[src/qsrp_pkg.sv]
// ----------------------------------------------------------------------------
// qsrp_pkg: shared constants for the quadrature synthesiser register planner
// Register addresses, fixed values and configuration register indexes.
// ----------------------------------------------------------------------------
`default_nettype none
package qsrp_pkg;
  localparam logic [27:0] MIN_FREQ      = 28'd3500000;
  localparam logic [31:0] LOW_BAND_HIGH = 32'd6950000;
  localparam logic [20:0] FRAC_DENOM    = 21'd1048575;
  localparam logic [7:0]  ADDR_PLL_A    = 8'd26;
  localparam logic [7:0]  ADDR_MS0      = 8'd42;
  localparam logic [7:0]  ADDR_MS1      = 8'd50;
  localparam logic [7:0]  ADDR_PLL_RST  = 8'd177;
  localparam logic [7:0]  ADDR_CLK0_CTL = 8'd16;
  localparam logic [7:0]  ADDR_CLK1_CTL = 8'd17;
  localparam logic [7:0]  ADDR_CLK0_PH  = 8'd165;
  localparam logic [7:0]  ADDR_CLK1_PH  = 8'd166;
  localparam logic [7:0]  CLK_CTL_VAL   = 8'h4F;
  localparam logic [7:0]  RESET_VAL     = 8'h20;
  localparam logic [2:0]  WAIT_LONG     = 3'd5;

  localparam logic [2:0] CFG_XTAL   = 3'd0;
  localparam logic [2:0] CFG_CORR   = 3'd1;
  localparam logic [2:0] CFG_PLL_LO = 3'd2;
  localparam logic [2:0] CFG_PLL_HI = 3'd3;
  localparam logic [2:0] CFG_CENTRE = 3'd4;
endpackage
`default_nettype wire

[src/quadrature_synth_register_planner.sv]
// A request that needs a new divider runs three 32-step divisions (only the
// first at the largest divider) before the in-band steps: a 7-step multiply and
// 64- and 52-step divisions; then one beat per ready cycle to its last write.
// Throughput: one request at a time; 8, 27 or 30 beats.
// Reset: synchronous active-low rst_n restores the configuration defaults and
// clears divider and band state, so the first request does the full setup.
// ----------------------------------------------------------------------------
// quadrature_synth_register_planner
// Turns a requested frequency into the ordered synthesiser register writes.
// ----------------------------------------------------------------------------
`default_nettype none
module quadrature_synth_register_planner #(
  parameter int MAX_DIVIDER = 126
) (
  input  wire logic        clk,
  input  wire logic        rst_n,
  input  wire logic        in_valid,
  output logic             in_ready,
  input  wire logic [27:0] in_requested_hz,
  output logic             out_valid,
  input  wire logic        out_ready,
  output logic [7:0]       out_reg_addr,
  output logic [7:0]       out_reg_value,
  output logic [2:0]       out_wait_ms,
  output logic             out_last_write,
  input  wire logic        cfg_valid,
  output logic             cfg_ready,
  input  wire logic [2:0]  cfg_index,
  input  wire logic [29:0] cfg_data
);
  import qsrp_pkg::*;

  // Most of the datapath is one 64-bit dividend / 32-bit divisor restoring
  // divider and one shift-add multiplier; a small sequencer drives them
  // through the steps of a request one after the other.
  typedef enum logic [3:0] {
    S_IDLE, S_DIVSEL, S_BLO, S_BHI, S_MUL, S_PLLDIV, S_NUMMUL, S_NUMDIV,
    S_FIN, S_EMIT
  } state_t;

  state_t      state_r;
  logic [25:0] xtal_cfg_r;
  logic signed [16:0] corr_r;
  logic [29:0] pll_lo_r, pll_hi_r, centre_r;
  logic [6:0]  div_r, prev_div_r;
  logic [31:0] band_lo_r, band_hi_r;
  logic [27:0] freq_r;

  // Shared divider: quotient/remainder registers, one quotient bit per cycle.
  logic [63:0] dq_r;      // dividend shifting out, quotient shifting in
  logic [31:0] drem_r;
  logic [31:0] ddiv_r;
  logic [5:0]  dcnt_r;
  logic [32:0] dtrial;
  logic        dge;

  logic [35:0] pll_r;     // divider * frequency
  logic [8:0]  mult_r;
  logic [31:0] rem_r;
  logic [19:0] num_r;
  logic [31:0] p1_r, p2_r;
  logic [4:0]  idx_r;
  logic [4:0]  last_idx;
  logic        full_r, phase_r;
  logic [31:0] xtal;
  logic signed [27:0] xs;

  assign xs   = $signed({2'b00, xtal_cfg_r}) - 28'(corr_r);
  assign xtal = (xs < 28'sd1) ? 32'd1 : 32'(xs);

  assign dtrial = {drem_r, dq_r[63]} - {1'b0, ddiv_r};
  assign dge    = ~dtrial[32];

  assign in_ready  = (state_r == S_IDLE);
  assign cfg_ready = (state_r == S_IDLE);
  assign out_valid = (state_r == S_EMIT);
  assign last_idx  = phase_r ? 5'd29 : (full_r ? 5'd26 : 5'd7);
  assign out_last_write = (idx_r == last_idx);

  // Emitted byte for the current beat.
  logic [31:0] bp1, bp2, bp3;
  logic [2:0]  sub;
  logic [31:0] msp1;
  assign msp1 = {18'd0, div_r, 7'd0} - 32'd512;
  always_comb begin
    sub = 3'(idx_r);
    bp1 = p1_r; bp2 = p2_r; bp3 = 32'(FRAC_DENOM);
    out_wait_ms = 3'd0;
    out_reg_addr = ADDR_PLL_A + {5'd0, sub};
    if (idx_r >= 5'd8 && idx_r < 5'd24) begin
      sub = 3'(idx_r - 5'd8);
      bp1 = msp1; bp2 = 32'd0; bp3 = 32'd1;
      out_reg_addr = ((idx_r < 5'd16) ? ADDR_MS0 : ADDR_MS1) + {5'd0, sub};
    end
    case (sub)
      3'd0: out_reg_value = bp3[15:8];
      3'd1: out_reg_value = bp3[7:0];
      3'd2: out_reg_value = {6'd0, bp1[17:16]};
      3'd3: out_reg_value = bp1[15:8];
      3'd4: out_reg_value = bp1[7:0];
      3'd5: out_reg_value = {bp3[19:16], bp2[19:16]};
      3'd6: out_reg_value = bp2[15:8];
      default: out_reg_value = bp2[7:0];
    endcase
    case (idx_r)
      5'd24: begin out_reg_addr = ADDR_PLL_RST;  out_reg_value = RESET_VAL; end
      5'd25: begin out_reg_addr = ADDR_CLK0_CTL; out_reg_value = CLK_CTL_VAL; end
      5'd26: begin out_reg_addr = ADDR_CLK1_CTL; out_reg_value = CLK_CTL_VAL; end
      5'd27: begin
        out_reg_addr = ADDR_CLK0_PH; out_reg_value = 8'd0; out_wait_ms = WAIT_LONG;
      end
      5'd28: begin
        out_reg_addr = ADDR_CLK1_PH; out_reg_value = {1'b0, div_r};
        out_wait_ms = WAIT_LONG;
      end
      5'd29: begin
        out_reg_addr = ADDR_PLL_RST; out_reg_value = RESET_VAL; out_wait_ms = WAIT_LONG;
      end
      default: ;
    endcase
  end

  logic [31:0] dsel;
  logic [6:0]  dchosen;
  assign dsel = dq_r[31:0];
  always_comb begin
    dchosen = 7'd0;
    if ({dsel[31:1], 1'b0} > 32'(MAX_DIVIDER)) dchosen = 7'(MAX_DIVIDER);
    else if (dsel < 32'd2) dchosen = 7'd2;
    else dchosen = {dsel[6:1], 1'b0};
  end

  always_ff @(posedge clk) begin
    if (!rst_n) begin
      state_r <= S_IDLE;
      xtal_cfg_r <= 26'd25000000; corr_r <= '0;
      pll_lo_r <= 30'd600000000; pll_hi_r <= 30'd900000000;
      centre_r <= 30'd750000000;
      div_r <= '0; prev_div_r <= '0; band_lo_r <= '0; band_hi_r <= '0;
      idx_r <= '0; dcnt_r <= '0; full_r <= 1'b0; phase_r <= 1'b0;
    end else begin
      // The divider runs whenever its counter is non-zero.
      if (dcnt_r != 6'd0) begin
        dcnt_r <= dcnt_r - 6'd1;
        drem_r <= dge ? dtrial[31:0] : {drem_r[30:0], dq_r[63]};
        dq_r   <= {dq_r[62:0], dge};
      end
      case (state_r)
        S_IDLE: begin
          if (cfg_valid) begin
            case (cfg_index)
              CFG_XTAL:   xtal_cfg_r <= cfg_data[25:0];
              CFG_CORR:   corr_r <= cfg_data[16:0];
              CFG_PLL_LO: pll_lo_r <= cfg_data;
              CFG_PLL_HI: pll_hi_r <= cfg_data;
              CFG_CENTRE: centre_r <= cfg_data;
              default: ;
            endcase
          end
          if (in_valid) begin
            freq_r <= (in_requested_hz < MIN_FREQ) ? MIN_FREQ : in_requested_hz;
            state_r <= S_DIVSEL;
            dcnt_r <= 6'd0;
          end
        end
        S_DIVSEL: begin
          if ({4'd0, freq_r} > band_hi_r || {4'd0, freq_r} < band_lo_r) begin
            // centre / freq, 32 quotient bits
            dq_r <= {2'd0, centre_r, 32'd0}; drem_r <= '0;
            ddiv_r <= {4'd0, freq_r}; dcnt_r <= 6'd32;
            state_r <= S_BLO;
          end else begin
            state_r <= S_MUL;
          end
          pll_r <= '0; idx_r <= '0;
        end
        S_BLO: if (dcnt_r == 6'd0 && idx_r == 5'd0) begin
          div_r <= dchosen; idx_r <= 5'd1;
          if (dchosen == 7'(MAX_DIVIDER) && {dsel[31:1], 1'b0} > 32'(MAX_DIVIDER)) begin
            band_lo_r <= {4'd0, MIN_FREQ}; band_hi_r <= LOW_BAND_HIGH;
            idx_r <= 5'd0; state_r <= S_MUL;
          end else begin
            dq_r <= {2'd0, pll_lo_r, 32'd0}; drem_r <= '0;
            ddiv_r <= {25'd0, dchosen}; dcnt_r <= 6'd32;
          end
        end else if (dcnt_r == 6'd0) begin
          band_lo_r <= dsel;
          dq_r <= {2'd0, pll_hi_r, 32'd0}; drem_r <= '0; dcnt_r <= 6'd32;
          state_r <= S_BHI;
        end
        S_BHI: if (dcnt_r == 6'd0) begin
          band_hi_r <= dsel; idx_r <= '0; state_r <= S_MUL;
        end
        S_MUL: begin
          // shift-add: one divider bit per cycle
          pll_r <= pll_r + (div_r[idx_r[2:0]] ? ({8'd0, freq_r} << idx_r[2:0]) : 36'd0);
          if (idx_r == 5'd6) begin
            state_r <= S_PLLDIV;
          end
          idx_r <= idx_r + 5'd1;
        end
        S_PLLDIV: begin
          dq_r <= {28'd0, pll_r}; drem_r <= '0; ddiv_r <= xtal; dcnt_r <= 6'd63;
          state_r <= S_NUMMUL; idx_r <= '0;
        end
        S_NUMMUL: if (dcnt_r == 6'd0 && idx_r == 5'd0) begin
          // last quotient bit: dividend 64 bits, 63 steps plus this one
          mult_r <= ({dq_r[62:0], dge} > 64'd255) ? 9'd255 : 9'({dq_r[62:0], dge});
          rem_r <= dge ? dtrial[31:0] : {drem_r[30:0], dq_r[63]};
          idx_r <= 5'd1;
        end else if (dcnt_r == 6'd0) begin
          // rem * 1048575 = (rem << 20) - rem, then / xtal
          dq_r <= {({rem_r, 20'd0} - {20'd0, rem_r}), 12'd0};
          drem_r <= '0; dcnt_r <= 6'd52; state_r <= S_NUMDIV;
        end
        S_NUMDIV: if (dcnt_r == 6'd0) begin
          num_r <= dq_r[19:0]; state_r <= S_FIN;
        end
        S_FIN: begin
          // q = floor(128*num/1048575): num < 2^20 so q = num >> 13 with one fix-up
          logic [6:0] q;
          logic [27:0] n128;
          n128 = {1'b0, num_r, 7'd0};
          q = 7'(n128 >> 20);
          if ({1'b0, n128[26:0]} - 28'(q) * 28'(FRAC_DENOM) >= 28'(FRAC_DENOM)) q = q + 7'd1;
          p1_r <= {16'd0, mult_r, 7'd0} + 32'(q) - 32'd512;
          p2_r <= 32'(n128) - 32'(q) * 32'(FRAC_DENOM);
          full_r  <= (div_r != prev_div_r) || (prev_div_r == 7'd0);
          phase_r <= (div_r != prev_div_r);
          idx_r <= '0; state_r <= S_EMIT;
        end
        S_EMIT: if (out_ready) begin
          idx_r <= idx_r + 5'd1;
          if (out_last_write) begin
            state_r <= S_IDLE;
            if (full_r) prev_div_r <= div_r;
          end
        end
        default: state_r <= S_IDLE;
      endcase
    end
  end

  // The last beat of a request is only ever shown at one of the three lengths.
  a_last_len: assert property (@(posedge clk) disable iff (!rst_n)
    (out_valid && out_last_write) |-> (idx_r == 5'd7 || idx_r == 5'd26 || idx_r == 5'd29))
    else $error("bad request length");
  // No request is taken while writes are still being shown.
  a_busy: assert property (@(posedge clk) disable iff (!rst_n)
    out_valid |-> !in_ready) else $error("ready while emitting");
  // The divider chosen is even and at least two while writes are being shown.
  a_div: assert property (@(posedge clk) disable iff (!rst_n)
    out_valid |-> (div_r[0] == 1'b0 && div_r >= 7'd2)) else $error("bad divider");
endmodule
`default_nettype wire

[config.mk]
export PLATFORM = sky130hd
export DESIGN_NAME = quadrature_synth_register_planner
export DESIGN_NICKNAME = d
export VERILOG_FILES = /design/src/qsrp_pkg.sv /design/src/quadrature_synth_register_planner.sv
export SDC_FILE = /design/constraint.sdc
export NUM_CORES = 2
export LEC_CHECK = 0
export ABC_AREA = 0
export BUFFER_PORTS_ARGS = -buffer_cell sky130_fd_sc_hd__buf_2
export CELL_PAD_IN_SITES_DETAIL_PLACEMENT = 1
export CELL_PAD_IN_SITES_GLOBAL_PLACEMENT = 1
export CORE_AREA = 3 3 359 361
export DETAILED_ROUTE_END_ITERATION = 8
export DIE_AREA = 0 0 362 364
export HOLD_SLACK_MARGIN = 0.15
export PLACE_DENSITY = 0.55
export SLEW_MARGIN = 20
export SYNTH_ARGS = -nofsm -noshare
export SYNTH_HDL_FRONTEND = slang
export SYNTH_SLANG_ARGS = --single-unit
[constraint.sdc]
create_clock -name clk -period 11.1 [get_ports clk]
set_input_delay 0 -clock clk [delete_from_list [all_inputs] [get_ports clk]]
set_output_delay 0 -clock clk [all_outputs]
set_load 0.01 [all_outputs]
==> impl_metrics.yaml <==
global_route:
  grt_pass1_vias: 32880
  antenna_found_initial: 10
  grt_overflow_total: 0
  grt_start_max_net_pins: 60
  grt_pass1_wl_um: 210600
  grtUsageTotal_pct: 21.02
detailed_routing:
  vias: 31880
  via_per_inst: 5.313
  wl_um: 140000
  dr.pass1.iters: 6
  initialDrtViolationCount: 2165
  ant_nets: 0
  wire_per_inst_um: 23.33
  drc: 0
final_layout:
  num-nets-final: 4713
  layoutNonFillerInstCount: 6000
  final_common_cell: "nand2_1"
  drive_above_1_share_pct: 10.00
  layout_common_cells: "590 x nand2_1, 354 x inv_1, 341 x a21oi_1"
  area_delta_synth_final_pct: 16.89
floorplanning:
  initial_utilization_pct: 28.95
  ioPinCount: 89
  dieArea_um2: 131800
  core_um2: 125700
  die_x_um: 362
  die_h_um: 364
  num_rows: 130
pwr:
  intPower_mw: 5.845
  irDropWorstVdd_mv: 0.1704
  swShare_pct: 43.90
  power_frac_comb_pct: 47.6
  power_leakage_nw: 16.75
  powerDensity_nw_per_um2: 244.8
  power_frac_clock_pct: 22.1
  seq_power_share_pct: 30.3
  power_switching_mw: 4.573
synth:
  synth_edf_count: 286
  synth-seq-area-share_pct: 36.02
  synthArstFlopShare_pct: 0
  synth_cell_types: 89
  synth-warning-count: 0
  syn_area_um2: 36400
  syn_area_per_cell_um2: 8.806
  syn_inst: 4134
  ys_ff_latch: 512
  synth_top_area_share_pct: 23.59
  synth_ff_type: "edfxtp_1"
  yosys.area.top_type: "edfxtp_1"
  synthTopCellsByArea: "edfxtp_1 24%, dfxtp_1 12%, ha_1 8.8%"
clock_tree:
  clk_path_buf_depth: 3
  cts_root_buffer: "clkbuf_16"
  clock_latency_ns: 0.66
  cts_tree: "done"
  path_clk_slew_ns: 0.06
  clkSinkCount: 512
  cts_made_buffers: 68
  htreeDepth: 3
critical_path:
  crit_fanout: 5
  cp_data_required_time_ns: 11.51
  slowest_stage: "fa_2"
  reg2reg_depth: 37
  cp_slowest_stage_delay_ns: 0.64
  reg2reg_from: "num_r[18]$_DFFE_PP_"
  critPathLaunchType: "register"
  critical_path_class: "register to register"
  r2r_slack_ns: 0.59
  setup.worst_path.end_class: "register"
  cpMostUsedCell: "fa_1"
  r2r_end: "p2_r[19]$_DFFE_PP_"
  worstPathArrival_ns: 10.92
worst_hold_path:
  min_from: "cfg_data[16]"
  hold_end: "centre_r[16]$_SDFFE_PN0P_"
  whs_path_depth: 4
  hold_path.class: "input port to register"
sta:
  finalMaxSlewViolations: 0
  finalCritPeriodShare_pct: 94.69
  min_period_ns: 10.51
  worstMarginPinSlew_ns: 1.102
  whs_ns: 0.1933
  setup_violations: 0
  max_freq_mhz: 95.14
  slew_headroom_pct: 26.28
  finClkSkew_ns: 0.03125
  hold_viol: 0
place:
  dp.final_hpwl_um: 103100
  dp.cells: 5756
  gp_congestion: 0.8803
  portBuffers: 86
status:
  outcome: "complete, no violations"
flow_run:
  drv.max_cap_violation_count: 0
## kinds of logic after synthesis
logic type | count (synthesis) | share of synthesized area (%)
and+or+nand+nor | 1333 | 16.45
AOI/OAI and AO/OA | 1082 | 19.46
muxes | 102 | 3.571
other | 1 | 0.01030
xor gates and xnor gates | 182 | 4.399
DFF | 512 | 36.02
buffers and inverters | 569 | 5.929
adders and majority gates | 353 | 14.15
## through the flow
stage	util (%)	cell area [um^2]	TNS [ns]	setup slack [ns]	power (mW)
after detailed placement	30.97	38940	0	0.009298	8.059
after global placement	30.97	38940	0	0.2039	7.988
final	33.84	42550	0	0.5889	10.42
after CTS	33.75	42440	0	0.01946	10.45
after global routing	33.84	42550	-0.01610	-0.01610	11.09
after floorplan	-	36420	0	0.1466	6.312
## critical path, delay by kind of cell, from the launching register on
family,cells,cell delay (ns)
buffers and inverters,7,0.60
flip-flops,1,0.46
XOR/XNOR,2,0.37
adder cells (fa/ha/maj),10,4.75
multiplexers,1,0.22
AND/OR/NAND/NOR,8,1.46
AO/OA/AOI/OAI,9,2.40
## power groups by stage
| stage | Combinational, mW | Clock (mW) | Sequential [mW] |
|---|---|---|---|
| global placement | 4.81 | 0 | 3.18 |
| global route | 5.46 | 2.43 | 3.20 |
| floorplan | 3.44 | 0 | 2.88 |
| detailed placement | 4.88 | 0 | 3.18 |
| finish | 4.96 | 2.30 | 3.16 |
| CTS | 4.95 | 2.36 | 3.15 |
## sequential cells by signal, indices dropped and copies added (netlist names), 4 cells and up
name / flops
rem_r: 32
dq_r: 64
pll_r: 36
centre_r: 30
state_r: 4
corr_r: 17
band_lo_r: 32
mult_r: 9
band_hi_r: 32
ddiv_r: 29
drem_r: 32
p2_r: 18
dcnt_r: 6
num_r: 20
pll_hi_r: 30
idx_r: 5
prev_div_r: 6
pll_lo_r: 30
xtal_cfg_r: 26
div_r: 6
freq_r: 28
p1_r: 18
## worst max path at each step
stage / start / end / slack (ns) / depth (start not counted)
3_3_place_gp: num_r[18]$_DFFE_PP_ / p2_r[19]$_DFFE_PP_ / 0.20 / 37
3_5_place_dp: num_r[18]$_DFFE_PP_ / p2_r[19]$_DFFE_PP_ / 0.009 / 37
6_report: num_r[18]$_DFFE_PP_ / p2_r[19]$_DFFE_PP_ / 0.59 / 37
5_1_grt: num_r[18]$_DFFE_PP_ / p2_r[19]$_DFFE_PP_ / -0.02 / 37
2_1_floorplan: num_r[17]$_DFFE_PP_ / p2_r[19]$_DFFE_PP_ / 0.15 / 39
4_1_cts: num_r[18]$_DFFE_PP_ / p2_r[19]$_DFFE_PP_ / 0.02 / 37
## layer usage
metal  global-route usage [%]  share of wire, %
met4                    7.252               3.1
met5                        0             0.034
met3                    3.636               5.9
met2                    34.73                47
met1                    27.73                44
## cell usage after synthesis, types with 11 or more instances
cell type,count
inv_1,357
mux2i_1,50
o21bai_1,17
a21o_1,81
nor2_1,284
xnor2_1,118
mux4_2,19
a21oi_1,344
nor4_1,44
o211ai_1,19
a22o_1,22
or3_1,12
mux2_2,33
o221ai_1,15
a21boi_0,36
a22oi_1,66
nor3_1,75
xor2_1,63
nand2b_1,42
o21ai_0,204
buf_1,15
clkbuf_1,187
a221o_1,23
a222oi_1,14
o31ai_1,11
o21a_1,23
and3_1,25
ha_1,255
a211oi_1,38
and2_1,30
a31oi_1,26
edfxtp_1,286
a221oi_1,20
a211o_1,15
nor2b_1,20
nand3_1,127
nand4_1,35
fa_1,98
dfxtp_1,226
nand2_1,590
o21ba_2,23
## final cells by class
class                           instances  area [um^2]
Clock buffer                           88         1941
Tap cell                             1650         2064
Sequential cell                       512        13120
Antenna cell                            1        2.502
Clock inverter                         37        391.6
Fill cell                           14680        83180
Inverter                              359         1353
Multi-Input combinational cell       3057        21360
Timing Repair Buffer                  296         2316
## what timing repair did
action,CTS,global route
pin swaps,0,1
endpoints found under the hold margin,218,0
endpoints found under the setup margin,1,5
hold buffers,116,0
resized for setup,1,17
buffers inserted,0,2
Note: power is estimated with default switching activity, not from simulation.
